**src/sjf_pkg.sv**
```systemverilog
// Shared constants, codes and state types of the shortest-job-first ready table scheduler.
package sjf_pkg;

  localparam int unsigned READY_SLOTS_DEF = 16;
  localparam int unsigned ID_BITS_DEF     = 8;

  localparam int unsigned EST_W     = 16;
  localparam int unsigned ALPHA_W   = 7;
  localparam int unsigned SUM_W     = 23;
  localparam int unsigned DATA_W    = 32;
  localparam int unsigned PADDR_W   = 4;

  localparam logic [ALPHA_W-1:0] PERCENT_SCALE = 7'd100;
  localparam logic [ALPHA_W-1:0] ALPHA_RESET   = 7'd50;
  localparam logic [EST_W-1:0]   INIT_RESET    = 16'd5;
  localparam logic [EST_W-1:0]   EST_MAX       = 16'hFFFF;

  localparam logic [1:0] REG_MODE  = 2'd0;
  localparam logic [1:0] REG_ALPHA = 2'd1;
  localparam logic [1:0] REG_INIT  = 2'd2;

  typedef enum logic [2:0] {
    CMD_ADMIT    = 3'd0,
    CMD_REQUEUE  = 3'd1,
    CMD_SCHEDULE = 3'd2,
    CMD_TICK     = 3'd3,
    CMD_RELEASE  = 3'd4
  } cmd_e;

  typedef enum logic [1:0] {
    ST_OK    = 2'd0,
    ST_EMPTY = 2'd1,
    ST_FULL  = 2'd2,
    ST_NONE  = 2'd3
  } status_e;

  typedef enum logic [6:0] {
    S_IDLE   = 7'b0000001,
    S_EXEC   = 7'b0000010,
    S_SCAN   = 7'b0000100,
    S_DECIDE = 7'b0001000,
    S_SHIFT  = 7'b0010000,
    S_BLEND  = 7'b0100000,
    S_EMIT   = 7'b1000000
  } fsm_e;

  typedef enum logic [3:0] {
    B_IDLE = 4'b0001,
    B_MUL  = 4'b0010,
    B_ADD  = 4'b0100,
    B_DIV  = 4'b1000
  } blend_e;

endpackage

```
**src/sjf_ram.sv**
```systemverilog
// Generic single-write, single-read RAM with registered read data.
module sjf_ram #(
  parameter int unsigned WIDTH = 24,
  parameter int unsigned DEPTH = 16
) (
  input  logic                     clk_i,
  input  logic                     we_i,
  input  logic [$clog2(DEPTH)-1:0] waddr_i,
  input  logic [WIDTH-1:0]         wdata_i,
  input  logic [$clog2(DEPTH)-1:0] raddr_i,
  output logic [WIDTH-1:0]         rdata_o
);

  logic [WIDTH-1:0] mem_q [DEPTH];
  logic [WIDTH-1:0] rdata_q;

  always_ff @(posedge clk_i) begin
    if (we_i) begin
      mem_q[waddr_i] <= wdata_i;
    end
    rdata_q <= mem_q[raddr_i];
  end

  assign rdata_o = rdata_q;

endmodule

```
**src/sjf_blend.sv**
```systemverilog
// Exponential-average estimate unit: one shared multiplier, two products, then divide by 100.
module sjf_blend (
  input  logic                         clk_i,
  input  logic                         rst_ni,
  input  logic                         start_i,
  input  logic [sjf_pkg::ALPHA_W-1:0]  alpha_i,
  input  logic [sjf_pkg::EST_W-1:0]    real_i,
  input  logic [sjf_pkg::EST_W-1:0]    prev_i,
  output logic                         done_o,
  output logic [sjf_pkg::EST_W-1:0]    result_o
);

  localparam int unsigned OP_W     = 24;
  localparam int unsigned PROD_W   = 2 * OP_W;
  localparam int unsigned RECIP_SH = 30;
  // ceil(2^30 / 100): quotient is exact for every sum below 2^23
  localparam logic [OP_W-1:0] RECIP_100 = 24'd10737419;

  sjf_pkg::blend_e                state_q, state_d;
  logic [sjf_pkg::ALPHA_W-1:0]    a_q, a_d;
  logic [sjf_pkg::EST_W-1:0]      real_q, real_d;
  logic [sjf_pkg::EST_W-1:0]      prev_q, prev_d;
  logic [sjf_pkg::SUM_W-1:0]      rem_q, rem_d;
  logic [OP_W-1:0]                mul_a, mul_b;
  logic [PROD_W-1:0]              prod;

  assign prod     = mul_a * mul_b;
  assign done_o   = (state_q == sjf_pkg::B_DIV);
  assign result_o = prod[RECIP_SH +: sjf_pkg::EST_W];

  // operand select for the one multiplier
  always_comb begin
    unique case (state_q)
      sjf_pkg::B_MUL: begin
        mul_a = OP_W'(a_q);
        mul_b = OP_W'(real_q);
      end
      sjf_pkg::B_ADD: begin
        mul_a = OP_W'(sjf_pkg::PERCENT_SCALE - a_q);
        mul_b = OP_W'(prev_q);
      end
      default: begin
        mul_a = OP_W'(rem_q);
        mul_b = RECIP_100;
      end
    endcase
  end

  always_comb begin
    state_d = state_q;
    a_d     = a_q;
    real_d  = real_q;
    prev_d  = prev_q;
    rem_d   = rem_q;
    unique case (state_q)
      sjf_pkg::B_IDLE: begin
        if (start_i) begin
          a_d     = (alpha_i > sjf_pkg::PERCENT_SCALE) ? sjf_pkg::PERCENT_SCALE : alpha_i;
          real_d  = real_i;
          prev_d  = prev_i;
          state_d = sjf_pkg::B_MUL;
        end
      end
      sjf_pkg::B_MUL: begin
        rem_d   = prod[sjf_pkg::SUM_W-1:0];
        state_d = sjf_pkg::B_ADD;
      end
      sjf_pkg::B_ADD: begin
        rem_d   = rem_q + prod[sjf_pkg::SUM_W-1:0];
        state_d = sjf_pkg::B_DIV;
      end
      sjf_pkg::B_DIV: begin
        state_d = sjf_pkg::B_IDLE;
      end
      default: state_d = sjf_pkg::B_IDLE;
    endcase
  end

  always_ff @(posedge clk_i or negedge rst_ni) begin
    if (!rst_ni) begin
      state_q <= sjf_pkg::B_IDLE;
    end else begin
      state_q <= state_d;
    end
  end

  always_ff @(posedge clk_i) begin
    a_q    <= a_d;
    real_q <= real_d;
    prev_q <= prev_d;
    rem_q  <= rem_d;
  end

endmodule

```
**src/sjf_ready_table_scheduler.sv**
```systemverilog
// Admit, tick, release, refused or unknown items: S_EXEC, S_EMIT; requeue adds S_BLEND
// (estimate unit B_MUL, B_ADD, B_DIV). Schedule: S_SCAN reads and compares entries, then
// S_DECIDE, S_SHIFT closes the gap, S_BLEND requeues any running process, S_EMIT loads
// the result. One item at a time: the next item is accepted in the cycle after its result
// is loaded; a result held on the output stalls only the next item's result. Reset clears
// control and running process and presets config; ready list contents are not cleared.
module sjf_ready_table_scheduler #(
  parameter int unsigned READY_SLOTS = sjf_pkg::READY_SLOTS_DEF,
  parameter int unsigned ID_BITS     = sjf_pkg::ID_BITS_DEF
) (
  input  logic                        clk_i,
  input  logic                        rst_ni,
  input  logic                        in_valid_i,
  output logic                        in_ready_o,
  input  logic [2:0]                  cmd_i,
  input  logic [ID_BITS-1:0]          proc_id_i,
  input  logic [sjf_pkg::EST_W-1:0]   prev_estimate_i,
  input  logic [sjf_pkg::EST_W-1:0]   real_burst_i,
  output logic                        out_valid_o,
  input  logic                        out_ready_i,
  output logic [1:0]                  status_o,
  output logic [ID_BITS-1:0]          out_id_o,
  output logic [sjf_pkg::EST_W-1:0]   out_estimate_o,
  output logic [sjf_pkg::EST_W-1:0]   out_executed_o,
  output logic                        kept_running_o,
  input  logic                        psel,
  input  logic                        penable,
  input  logic                        pwrite,
  input  logic [sjf_pkg::PADDR_W-1:0] paddr,
  input  logic [sjf_pkg::DATA_W-1:0]  pwdata,
  output logic [sjf_pkg::DATA_W-1:0]  prdata,
  output logic                        pready
);

  localparam int unsigned IDX_W = $clog2(READY_SLOTS);
  localparam int unsigned CNT_W = $clog2(READY_SLOTS + 1);
  localparam int unsigned ENT_W = ID_BITS + sjf_pkg::EST_W;
  localparam int unsigned EW    = sjf_pkg::EST_W;

  // configuration
  logic                         mode_q;
  logic [sjf_pkg::ALPHA_W-1:0]  alpha_q;
  logic [EW-1:0]                init_q;
  logic                         cfg_wr;

  assign pready = 1'b1;
  assign cfg_wr = psel & penable & pwrite;

  always_ff @(posedge clk_i or negedge rst_ni) begin
    if (!rst_ni) begin
      mode_q  <= 1'b0;
      alpha_q <= sjf_pkg::ALPHA_RESET;
      init_q  <= sjf_pkg::INIT_RESET;
    end else if (cfg_wr) begin
      unique case (paddr[3:2])
        sjf_pkg::REG_MODE:  mode_q  <= pwdata[0];
        sjf_pkg::REG_ALPHA: alpha_q <= pwdata[sjf_pkg::ALPHA_W-1:0];
        sjf_pkg::REG_INIT:  init_q  <= pwdata[EW-1:0];
        default: ;
      endcase
    end
  end

  always_comb begin
    unique case (paddr[3:2])
      sjf_pkg::REG_MODE:  prdata = sjf_pkg::DATA_W'(mode_q);
      sjf_pkg::REG_ALPHA: prdata = sjf_pkg::DATA_W'(alpha_q);
      sjf_pkg::REG_INIT:  prdata = sjf_pkg::DATA_W'(init_q);
      default:            prdata = '0;
    endcase
  end

  // control and state
  sjf_pkg::fsm_e       state_q, state_d;
  sjf_pkg::cmd_e       cmd_q;
  logic [ID_BITS-1:0]  pid_q;
  logic [EW-1:0]       prev_q, real_q;

  logic [CNT_W-1:0]    count_q, count_d;
  logic                run_vld_q, run_vld_d;
  logic [ID_BITS-1:0]  run_id_q, run_id_d;
  logic [EW-1:0]       run_est_q, run_est_d;
  logic [EW-1:0]       run_exe_q, run_exe_d;

  logic [CNT_W-1:0]    scan_q, scan_d;
  logic                rd_vld_q, rd_vld_d;
  logic [IDX_W-1:0]    rd_idx_q, rd_idx_d;
  logic [IDX_W-1:0]    best_idx_q, best_idx_d;
  logic [ID_BITS-1:0]  best_id_q, best_id_d;
  logic [EW-1:0]       best_est_q, best_est_d;

  sjf_pkg::status_e    res_st_q, res_st_d;
  logic [ID_BITS-1:0]  res_id_q, res_id_d;
  logic [EW-1:0]       res_est_q, res_est_d;
  logic [EW-1:0]       res_exe_q, res_exe_d;
  logic                res_kept_q, res_kept_d;

  logic                out_vld_q, out_vld_d;
  sjf_pkg::status_e    out_st_q;
  logic [ID_BITS-1:0]  out_id_q;
  logic [EW-1:0]       out_est_q, out_exe_q;
  logic                out_kept_q;
  logic                out_load;

  // ready list RAM
  logic                mem_we;
  logic [IDX_W-1:0]    mem_waddr, mem_raddr;
  logic [ENT_W-1:0]    mem_wdata, mem_rdata;
  logic [ID_BITS-1:0]  rd_id;
  logic [EW-1:0]       rd_est;

  assign rd_id  = mem_rdata[EW +: ID_BITS];
  assign rd_est = mem_rdata[EW-1:0];

  sjf_ram #(
    .WIDTH (ENT_W),
    .DEPTH (READY_SLOTS)
  ) u_ready_ram (
    .clk_i   (clk_i),
    .we_i    (mem_we),
    .waddr_i (mem_waddr),
    .wdata_i (mem_wdata),
    .raddr_i (mem_raddr),
    .rdata_o (mem_rdata)
  );

  // estimate unit, shared by requeue and preemption
  logic           blend_start, blend_done;
  logic [EW-1:0]  blend_real, blend_prev, blend_res;

  assign blend_real = (cmd_q == sjf_pkg::CMD_REQUEUE) ? real_q : run_exe_q;
  assign blend_prev = (cmd_q == sjf_pkg::CMD_REQUEUE) ? prev_q : run_est_q;

  sjf_blend u_blend (
    .clk_i    (clk_i),
    .rst_ni   (rst_ni),
    .start_i  (blend_start),
    .alpha_i  (alpha_q),
    .real_i   (blend_real),
    .prev_i   (blend_prev),
    .done_o   (blend_done),
    .result_o (blend_res)
  );

  logic              full, issue;
  logic [EW:0]       remaining;
  logic              keep_run;
  logic [EW-1:0]     exe_inc;

  assign full      = (count_q == CNT_W'(READY_SLOTS));
  assign issue     = (scan_q < count_q);
  assign remaining = {1'b0, run_est_q} - {1'b0, run_exe_q};
  assign keep_run  = $signed(remaining) < $signed({1'b0, best_est_q});
  assign exe_inc   = (run_exe_q == sjf_pkg::EST_MAX) ? run_exe_q : run_exe_q + EW'(1);
  assign in_ready_o = (state_q == sjf_pkg::S_IDLE);
  assign out_load   = (state_q == sjf_pkg::S_EMIT) && (!out_vld_q || out_ready_i);

  always_comb begin
    state_d    = state_q;
    count_d    = count_q;
    run_vld_d  = run_vld_q;
    run_id_d   = run_id_q;
    run_est_d  = run_est_q;
    run_exe_d  = run_exe_q;
    scan_d     = scan_q;
    rd_vld_d   = rd_vld_q;
    rd_idx_d   = rd_idx_q;
    best_idx_d = best_idx_q;
    best_id_d  = best_id_q;
    best_est_d = best_est_q;
    res_st_d   = res_st_q;
    res_id_d   = res_id_q;
    res_est_d  = res_est_q;
    res_exe_d  = res_exe_q;
    res_kept_d = res_kept_q;
    mem_we     = 1'b0;
    mem_waddr  = count_q[IDX_W-1:0];
    mem_wdata  = mem_rdata;
    mem_raddr  = scan_q[IDX_W-1:0];
    blend_start = 1'b0;

    unique case (state_q)
      sjf_pkg::S_IDLE: begin
        if (in_valid_i) begin
          state_d = sjf_pkg::S_EXEC;
        end
      end

      sjf_pkg::S_EXEC: begin
        res_st_d   = sjf_pkg::ST_OK;
        res_id_d   = '0;
        res_est_d  = '0;
        res_exe_d  = '0;
        res_kept_d = 1'b0;
        state_d    = sjf_pkg::S_EMIT;
        unique case (cmd_q)
          sjf_pkg::CMD_ADMIT: begin
            res_id_d = pid_q;
            if (full) begin
              res_st_d = sjf_pkg::ST_FULL;
            end else begin
              mem_we    = 1'b1;
              mem_wdata = {pid_q, init_q};
              count_d   = count_q + CNT_W'(1);
              res_est_d = init_q;
            end
          end
          sjf_pkg::CMD_REQUEUE: begin
            res_id_d = pid_q;
            if (full) begin
              res_st_d = sjf_pkg::ST_FULL;
            end else begin
              blend_start = 1'b1;
              state_d     = sjf_pkg::S_BLEND;
            end
          end
          sjf_pkg::CMD_SCHEDULE: begin
            if (count_q == '0) begin
              res_st_d = sjf_pkg::ST_EMPTY;
            end else if (run_vld_q && !mode_q) begin
              res_id_d   = run_id_q;
              res_est_d  = run_est_q;
              res_exe_d  = run_exe_q;
              res_kept_d = 1'b1;
            end else begin
              scan_d   = '0;
              rd_vld_d = 1'b0;
              state_d  = sjf_pkg::S_SCAN;
            end
          end
          sjf_pkg::CMD_TICK: begin
            if (!run_vld_q) begin
              res_st_d = sjf_pkg::ST_NONE;
            end else begin
              run_exe_d = exe_inc;
              res_id_d  = run_id_q;
              res_est_d = run_est_q;
              res_exe_d = exe_inc;
            end
          end
          sjf_pkg::CMD_RELEASE: begin
            if (!run_vld_q) begin
              res_st_d = sjf_pkg::ST_NONE;
            end else begin
              res_id_d  = run_id_q;
              res_est_d = run_est_q;
              res_exe_d = run_exe_q;
              run_vld_d = 1'b0;
              run_id_d  = '0;
              run_est_d = '0;
              run_exe_d = '0;
            end
          end
          default: ;
        endcase
      end

      // one slot read per cycle, compared in the cycle after; strict less keeps the earliest
      sjf_pkg::S_SCAN: begin
        rd_vld_d = issue;
        if (issue) begin
          scan_d   = scan_q + CNT_W'(1);
          rd_idx_d = scan_q[IDX_W-1:0];
        end
        if (rd_vld_q) begin
          if (rd_idx_q == '0 || rd_est < best_est_q) begin
            best_idx_d = rd_idx_q;
            best_id_d  = rd_id;
            best_est_d = rd_est;
          end
          if (CNT_W'(rd_idx_q) + CNT_W'(1) == count_q) begin
            state_d = sjf_pkg::S_DECIDE;
          end
        end
      end

      sjf_pkg::S_DECIDE: begin
        if (run_vld_q && keep_run) begin
          res_st_d   = sjf_pkg::ST_OK;
          res_id_d   = run_id_q;
          res_est_d  = run_est_q;
          res_exe_d  = run_exe_q;
          res_kept_d = 1'b1;
          state_d    = sjf_pkg::S_EMIT;
        end else begin
          scan_d   = CNT_W'(best_idx_q) + CNT_W'(1);
          rd_vld_d = 1'b0;
          state_d  = sjf_pkg::S_SHIFT;
        end
      end

      // close the gap left by the chosen entry: read slot k, write it to k-1
      sjf_pkg::S_SHIFT: begin
        rd_vld_d = issue;
        if (issue) begin
          scan_d   = scan_q + CNT_W'(1);
          rd_idx_d = scan_q[IDX_W-1:0];
        end
        if (rd_vld_q) begin
          mem_we    = 1'b1;
          mem_waddr = rd_idx_q - IDX_W'(1);
          mem_wdata = mem_rdata;
        end
        if (!issue && !rd_vld_q) begin
          count_d = count_q - CNT_W'(1);
          if (run_vld_q) begin
            blend_start = 1'b1;
            state_d     = sjf_pkg::S_BLEND;
          end else begin
            run_vld_d  = 1'b1;
            run_id_d   = best_id_q;
            run_est_d  = best_est_q;
            run_exe_d  = '0;
            res_st_d   = sjf_pkg::ST_OK;
            res_id_d   = best_id_q;
            res_est_d  = best_est_q;
            res_exe_d  = '0;
            res_kept_d = 1'b0;
            state_d    = sjf_pkg::S_EMIT;
          end
        end
      end

      sjf_pkg::S_BLEND: begin
        if (blend_done) begin
          mem_we  = 1'b1;
          count_d = count_q + CNT_W'(1);
          res_st_d   = sjf_pkg::ST_OK;
          res_exe_d  = '0;
          res_kept_d = 1'b0;
          state_d    = sjf_pkg::S_EMIT;
          if (cmd_q == sjf_pkg::CMD_SCHEDULE) begin
            mem_wdata = {run_id_q, blend_res};
            run_vld_d = 1'b1;
            run_id_d  = best_id_q;
            run_est_d = best_est_q;
            run_exe_d = '0;
            res_id_d  = best_id_q;
            res_est_d = best_est_q;
          end else begin
            mem_wdata = {pid_q, blend_res};
            res_id_d  = pid_q;
            res_est_d = blend_res;
          end
        end
      end

      sjf_pkg::S_EMIT: begin
        if (out_load) begin
          state_d = sjf_pkg::S_IDLE;
        end
      end

      default: state_d = sjf_pkg::S_IDLE;
    endcase
  end

  always_comb begin
    out_vld_d = out_vld_q && !out_ready_i;
    if (out_load) begin
      out_vld_d = 1'b1;
    end
  end

  always_ff @(posedge clk_i or negedge rst_ni) begin
    if (!rst_ni) begin
      state_q   <= sjf_pkg::S_IDLE;
      count_q   <= '0;
      run_vld_q <= 1'b0;
      run_id_q  <= '0;
      run_est_q <= '0;
      run_exe_q <= '0;
      scan_q    <= '0;
      rd_vld_q  <= 1'b0;
      out_vld_q <= 1'b0;
    end else begin
      state_q   <= state_d;
      count_q   <= count_d;
      run_vld_q <= run_vld_d;
      run_id_q  <= run_id_d;
      run_est_q <= run_est_d;
      run_exe_q <= run_exe_d;
      scan_q    <= scan_d;
      rd_vld_q  <= rd_vld_d;
      out_vld_q <= out_vld_d;
    end
  end

  always_ff @(posedge clk_i) begin
    if (in_valid_i && in_ready_o) begin
      cmd_q  <= sjf_pkg::cmd_e'(cmd_i);
      pid_q  <= proc_id_i;
      prev_q <= prev_estimate_i;
      real_q <= real_burst_i;
    end
    rd_idx_q   <= rd_idx_d;
    best_idx_q <= best_idx_d;
    best_id_q  <= best_id_d;
    best_est_q <= best_est_d;
    res_st_q   <= res_st_d;
    res_id_q   <= res_id_d;
    res_est_q  <= res_est_d;
    res_exe_q  <= res_exe_d;
    res_kept_q <= res_kept_d;
    if (out_load) begin
      out_st_q   <= res_st_q;
      out_id_q   <= res_id_q;
      out_est_q  <= res_est_q;
      out_exe_q  <= res_exe_q;
      out_kept_q <= res_kept_q;
    end
  end

  assign out_valid_o    = out_vld_q;
  assign status_o       = out_st_q;
  assign out_id_o       = out_id_q;
  assign out_estimate_o = out_est_q;
  assign out_executed_o = out_exe_q;
  assign kept_running_o = out_kept_q;

endmodule
```
**config.mk**
```make
export PLATFORM = sky130hd
export DESIGN_NAME = sjf_ready_table_scheduler
export DESIGN_NICKNAME = d
export VERILOG_FILES = /design/src/sjf_pkg.sv /design/src/sjf_ram.sv /design/src/sjf_blend.sv /design/src/sjf_ready_table_scheduler.sv
export SDC_FILE = /design/constraint.sdc
export NUM_CORES = 2
export LEC_CHECK = 0
export ABC_AREA = 1
export BUFFER_PORTS_ARGS = -buffer_cell sky130_fd_sc_hd__buf_2
export CORE_MARGIN = 3
export CORE_UTILIZATION = 64
export CTS_CLUSTER_DIAMETER = 80
export DETAILED_ROUTE_END_ITERATION = 12
export PLACE_DENSITY_LB_ADDON = 0.08
export SETUP_SLACK_MARGIN = 0.02
export SLEW_MARGIN = 20
export SYNTH_ARGS = -nofsm -noshare
export SYNTH_HDL_FRONTEND = slang
export SYNTH_HIERARCHICAL = 1
export SYNTH_SLANG_ARGS = --single-unit
```
**constraint.sdc**
```tcl
create_clock -name clk_i -period 9.1 [get_ports clk_i]
set_input_delay 0.91 -clock clk_i [delete_from_list [all_inputs] [get_ports clk_i]]
set_output_delay 0.91 -clock clk_i [all_outputs]
set_load 0.1 [all_outputs]
```
# Word-level counts from Yosys, hierarchy flattened
# Memories as Yosys holds them, arrays and structs flattened. A register that Yosys moved wholly into a read port is not among the register bits.
# Index checks and enable logic that the tools add are counted.
dict set report totals {
  reg_bits 311
  ram_bits 384
  in_bits 86
  out_inout_bits 78
  n_memories 1
}
dict set report op_classes {
  add_sub_neg 10
  n_mul 1
  n_lt_le_gt_ge 4
  eq_ne 42
  n_mux 126
  bitwise 2
  n_reduce_logical 38
}
# name words word_bits read_ports rd_clocked_by_memory_dff wr line_no
set mem_list {}
lappend mem_list {u_ready_ram.mem_q 16 24 1 1 1 sjf_ram.sv:14} ;# logic [WIDTH-1:0] mem_q [DEPTH];
# op n
set ops {}
lappend ops {{16-bit 2-to-1 mux} 28}
lappend ops {{16-bit one-hot mux with 3 select lines} 5}
lappend ops {{24-bit one-hot mux with 2 select lines} 3}
lappend ops {{16-bit one-hot mux with 4 select lines} 2}
lappend ops {{24-bit 2-to-1 mux} 4}
lappend ops {{8-bit 2-to-1 mux} 12}
lappend ops {{7-bit 2-to-1 mux} 11}
lappend ops {{7-bit one-hot mux with 7 select lines} 1}
lappend ops {{8-bit one-hot mux with 3 select lines} 2}
lappend ops {{24-bit by 24-bit multiplier with 46-bit output} 1}
lappend ops {{23-bit one-hot mux with 2 select lines} 1}
lappend ops {{5-bit 2-to-1 mux} 9}
lappend ops {{2-bit inequality test, second input constant} 17}
lappend ops {{16-bit one-hot mux with 2 select lines} 1}
lappend ops {{8-bit one-hot mux with 4 select lines} 1}
lappend ops {{5-bit one-hot mux with 3 select lines} 2}
lappend ops {{1-bit 2-to-1 mux} 26}
lappend ops {{23-bit adder} 1}
lappend ops {{5-bit AND reduction} 4}
lappend ops {{17-bit < comparator} 1}
lappend ops {{16-bit by 16-bit subtractor with 17-bit output} 1}
lappend ops {{16-bit by 1-bit adder with 16-bit output, second input constant} 1}
lappend ops {{16-bit equality test, second input constant} 1}
lappend ops {{16-bit < comparator} 1}
lappend ops {{other kinds (53)} 87}

# Logic depth before layout (Yosys ltp)
dict set report depth {
  ltp_word 7
  depth_mapped 46
  ltp_nobuf 45
}

# Hierarchy
# The synthesis kept the hierarchy.
# mod instances cells_per_inst area_each_um2 seq_area_each_um2
set by_module_without_submodules {}
lappend by_module_without_submodules {sjf_blend 1 2821 21770.9 1963.1}
lappend by_module_without_submodules {sjf_ram 1 1599 16947.5 12011.5}
lappend by_module_without_submodules {sjf_ready_table_scheduler 1 1412 13118.8 6944.2}

# Worst setup path after synthesis
# No wires, ideal clock.
dict set report synth_timing {
  kind {reg2reg}
  start {register u_blend/a_q[0] (netlist name)}
  end {register u_blend/rem_q[14] (netlist name), data pin}
  t_arrival_ps 7453
  required_ps 8847
  setup_slack_ps 1394
  path_stages_with_launch 42
  period_less_slack_ps 7706
  path_cell_list {edfxtp_1 > inv_1 > ha_1 > inv_1 > nand2_1 > nand3_1 > nand2_1 > xnor2_1 > o21ai_0 > nor2_2 > inv_1 > buf_2 > nand2_1 > fa_1 > inv_1 > fa_1 > inv_1 > fa_1 > (+6 left out) > inv_1 > ha_1 > nand2_1 > inv_1 > a21oi_1 > nand3_1 > or2_2 > and2_1 > ha_1 > a21oi_1 > nand2_1 > inv_1 > nand2_1 > inv_1 > o21ai_0 > or2_2 > nand3_1 > nand2_1}
}
dict set report synth_via {
  elab_chain_len 5
}
# element line_no
set synth_rtl {}
lappend synth_rtl {{from (decl)} sjf_blend.sv:20} ;# logic [sjf_pkg::ALPHA_W-1:0] a_q, a_d;
lappend synth_rtl {{from (signal assigned)} sjf_blend.sv:88} ;# a_q <= a_d;
lappend synth_rtl {{7-bit by 7-bit subtractor with 8-bit output} sjf_blend.sv:39} ;# mul_a = OP_W'(sjf_pkg::PERCENT_SCALE - a_q);
lappend synth_rtl {{24-bit one-hot mux with 2 select lines (*)} sjf_blend.sv:33} ;# unique case (state_q)
lappend synth_rtl {{24-bit by 24-bit multiplier with 46-bit output (*)} sjf_blend.sv:27} ;# assign prod = mul_a * mul_b;
lappend synth_rtl {{23-bit adder} sjf_blend.sv:69} ;# rem_d = rem_q + prod[sjf_pkg::SUM_W-1:0];
lappend synth_rtl {{23-bit one-hot mux with 2 select lines (*)} sjf_blend.sv:55} ;# unique case (state_q)
lappend synth_rtl {{named net u_blend.rem_d (one bit)} sjf_blend.sv:23} ;# logic [sjf_pkg::SUM_W-1:0] rem_q, rem_d;
lappend synth_rtl {{to (signal assigned)} sjf_blend.sv:91} ;# rem_q <= rem_d;
lappend synth_rtl {{to (decl)} sjf_blend.sv:23}
# Mark *: on every way through the listed nets, which the timed path passes. The rest lies on a longest branch.
# A chain may end at the register's enable or synchronous reset.

# Worst setup path after layout
dict set report layout_timing {
  start {register u_blend.state_q[1]}
  end {register u_blend/rem_q[14] (netlist name), data pin}
}
dict set report layout_via {
  elab_chain_len 5
  elab_cells_between_ends 7
}
# element line_no
set layout_rtl {}
lappend layout_rtl {{from (decl)} sjf_blend.sv:19} ;# sjf_pkg::blend_e state_q, state_d;
lappend layout_rtl {{from (signal assigned)} sjf_blend.sv:81} ;# state_q <= sjf_pkg::B_IDLE;
lappend layout_rtl {{from (signal assigned)} sjf_blend.sv:83} ;# state_q <= state_d;
lappend layout_rtl {{4-bit by 3-bit equality test with 1-bit output or 4-bit by 2-bit equality test with 1-bit output (tied branches)} {sjf_blend.sv:33, sjf_blend.sv:55}}
lappend layout_rtl {{24-bit one-hot mux with 2 select lines} sjf_blend.sv:33}
lappend layout_rtl {{24-bit by 24-bit multiplier with 46-bit output} sjf_blend.sv:27}
lappend layout_rtl {{23-bit adder} sjf_blend.sv:69}
lappend layout_rtl {{23-bit one-hot mux with 2 select lines (*)} sjf_blend.sv:55}
lappend layout_rtl {{named net u_blend.rem_d (one bit)} sjf_blend.sv:23}
# Marked as above.

==> results.txt <==
status: finished clean
Site Rows: 103
Flop pwr share: 40.5%
io pins: 164
Die Height: 291 um
WL/cell: 20.3 um
VDD IR max: 0.277 mV
via density per instance: 5.65
CTS Sinks: 719
Slew HR: 18.4%
CTS tree: built
final slew viol count: 0
commonest cells after routing, fill and taps aside: nand2_1 (1511), inv_1 (1270), edfxtp_1 (607)
post-synthesis compound-gate area fraction: 5.92%
Hold Path Class: primary input to async pin
post-layout min period: 8.76 ns
core area: 79600 um^2
ranking of synthesized cells by area: edfxtp_1 (35%), fa_1 (15%), nand2_1 (11%), inv_1 (9.2%), ha_1 (7.3%)
Setup TNS: 0 ns
later-pin clock latency in the skew report: 0.64 ns
switching part of the total: 37.3%
Power Density: 197 nW/um^2
crit-path max cell delay: 0.60 ns
cell count after synthesis: 5832
largest family of logic cells by synthesized area: adder cells
post-synthesis mux area share: 0.130%
commonest non-fill, non-tap cell in the layout: nand2_1
area share of and/or/nand/nor cells after synthesis: 18.6%
chip width: 291 um
Pwr Total: 11.2 mW
HPWL Detailed: 106000 um
Final Hold Viols: 0
syn avg cell area: 8.89 um^2
number of global-route vias before repair: 39897
crit start category: flop
pin count of the biggest net entering global routing: 87
WP data arrival: 9.11 ns
post-synth top area cell: edfxtp_1
1st-iter DRT viols: 3812
mapped cell area: 51800 um^2
initial core utilization: 65.1%
Final #Nets: 6763
critical path's most frequent cell: inv_1
DIE AREA: 84400 um^2
global-route wire length before repair: 223000 um
initial antenna violation count: 1
Pre-antenna DRT Iters: 8
worst endpoint required time: 9.44 ns
Distinct cells, synth: 61
Tot GR Track Use: 34.2%
fraction of layout cells with a size suffix above 1: 8.60%
PortBufs: 128
CTS H-tree depth: 3
type of the worst setup path: flop to flop
clock-pin slew on the worst setup and hold paths: 0.06 ns
CTS root buffer: clkbuf_16
Comb pwr share: 31.8%
Syn. warnings: 6
endpoint class of the critical path: flop
Clk pwr share: 27.7%
fmax: 114 MHz
Int Power: 7.02 mW
Post-Synth XOR/XNOR Area: 0.895%
final WL: 144000 um
maxcap violations: 0
clk buf depth: 3
# setup viols final: 0
Congestion Overflow GR: 0
Hold Worst Slack: 0.249 ns
CP max FO: 11
Clock Skews: 0.0556 ns
total CTS buffers: 75
sequential area share after synthesis: 40.4%
RSZ-0062 raised after global routing: true
Final GP Congestion: 1.01
Post-route DRC: 0
Worst path slowest cell: o22ai_2
Final Cycle Share: 96.3%
Yosys reg bits: 719
Leak Pwr: 27.5 nW
Area Overhead vs Synth: 9.49%
vias: 40083
post-route ant nets: 0
Tightest Pin Transition: 1.21 ns
Switch Pwr: 4.17 mW
top cell type's share of synthesized area: 35.2%
adder-cell area share of the yosys netlist: 22.4%
synth_stat cells, drive strengths merged:
master      n
a211oi      5
a21boi      4
a21o        5
a21oi     136
a221o       3
a221oi      4
a22oi      24
a31oi       7
and2       10
and3        2
buf       159
clkbuf     50
clkinv      3
conb        3
dfrtp      81
dfstp       7
dfxtp      24
edfxtp    607
fa        389
ha        304
inv      1304
mux2        6
nand2    1513
nand3     408
nand3b      9
nand4      39
nor2      304
nor3       21
nor3b       1
nor4        7
o2111ai     5
o211ai     21
o21a        5
o21ai     223
o21bai     10
o221ai     12
o22ai      37
o31ai      19
or2         8
xnor2      16
xor2       37
cells by family (layout without fill, tap and decap cells):
group / after synthesis / in the layout
and+or+nand+nor: 2322 / 2323
xor gates and xnor gates: 53 / 53
buffers and inverters: 1516 / 1713
AOI/OAI and AO/OA: 520 / 520
DFF: 719 / 719
adders and majority gates: 693 / 693
muxes: 6 / 6
other: 3 / 23
per-layer routing:
layer	GRT usage, %	up-vias	share of wire (%)
li1	-	18572	-
met1	44.9	19308	39
met2	56.6	1837	48
met3	5.72	366	8.3
met4	14.9	0	5.1
met5	0	-	0
path summary, 6_finish.rpt:
check | slack, ns | cells past startpoint | startpoint | end
worst max register to register | 0.34 | 35 | u_blend/state_q[1] | u_blend/rem_q[14]
worst min-delay path | 0.25 | 1 | rst_ni | run_exe_q[14]
worst max-delay path | 0.34 | 35 | u_blend/state_q[1] | u_blend/rem_q[14]
max in group asynchronous | 7.53 | 2 | rst_ni | scan_q[0]
worst min register to register | 0.42 | 0 | res_est_q[15] | out_estimate_o[15]
min in group clk_i | 0.42 | 0 | res_est_q[15] | out_estimate_o[15]
stage by stage:
stage,utilization [%],setup slack (ns),area [um^2],std cells
6_report,71.3,0.336,56800,7100
4_1_cts,71.0,0.0353,56500,7086
3_5_place_dp,67.8,0.0928,54000,6947
5_1_grt,71.3,0.00281,56700,7096
3_3_place_gp,67.8,0.167,54000,6947
2_1_floorplan,-,1.39,51900,5848
state kept, by name, summed over array words and instances (netlist names), 16 cells and up:
register,count
prev_q,16
init_q,16
u_ready_ram/rdata_o,24
u_blend/prev_q,16
best_est_q,16
real_q,16
res_est_q,16
res_exe_q,16
u_blend/real_q,16
run_est_q,16
out_estimate_o,16
u_ready_ram/mem_q,384
out_executed_o,16
u_blend/rem_q,23
run_exe_q,16
worst max-delay path: cells and delay by family (launching register included):
family | cells | cell delay (ns)
adder cells (fa/ha/maj) | 9 | 4.01
AO/OA/AOI/OAI | 4 | 1.25
AND/OR/NAND/NOR | 12 | 1.80
flip-flops | 1 | 0.46
buffers and inverters | 10 | 0.95
power by group through the flow:
| stage | combinational (mW) | sequential [mW] | clock [mW] |
|---|---|---|---|
| final | 3.56 | 4.53 | 3.10 |
| after CTS | 3.51 | 4.52 | 3.12 |
| after global routing | 3.93 | 4.54 | 3.26 |
| after detailed placement | 3.48 | 4.59 | 0 |
| after global placement | 3.40 | 4.58 | 0 |
| after floorplan | 2.44 | 4.49 | 0 |
timing repair:
action | CTS | global route
resized for setup | 0 | 32
endpoints found under the setup margin | 0 | 29
buffers inserted | 0 | 8
hold buffers | 0 | 0
cell type report:
cell class	count	area, um^2
flip-flops and latches	719	20900
multi-input cells	3614	25200
diodes	4	10.0
repair buffers	267	1820
well taps	1050	1310
clock buffers	110	2140
fillers	6035	22900
inverters	1307	4920
clock inverters	29	378
(Power assumes the default switching activity.)
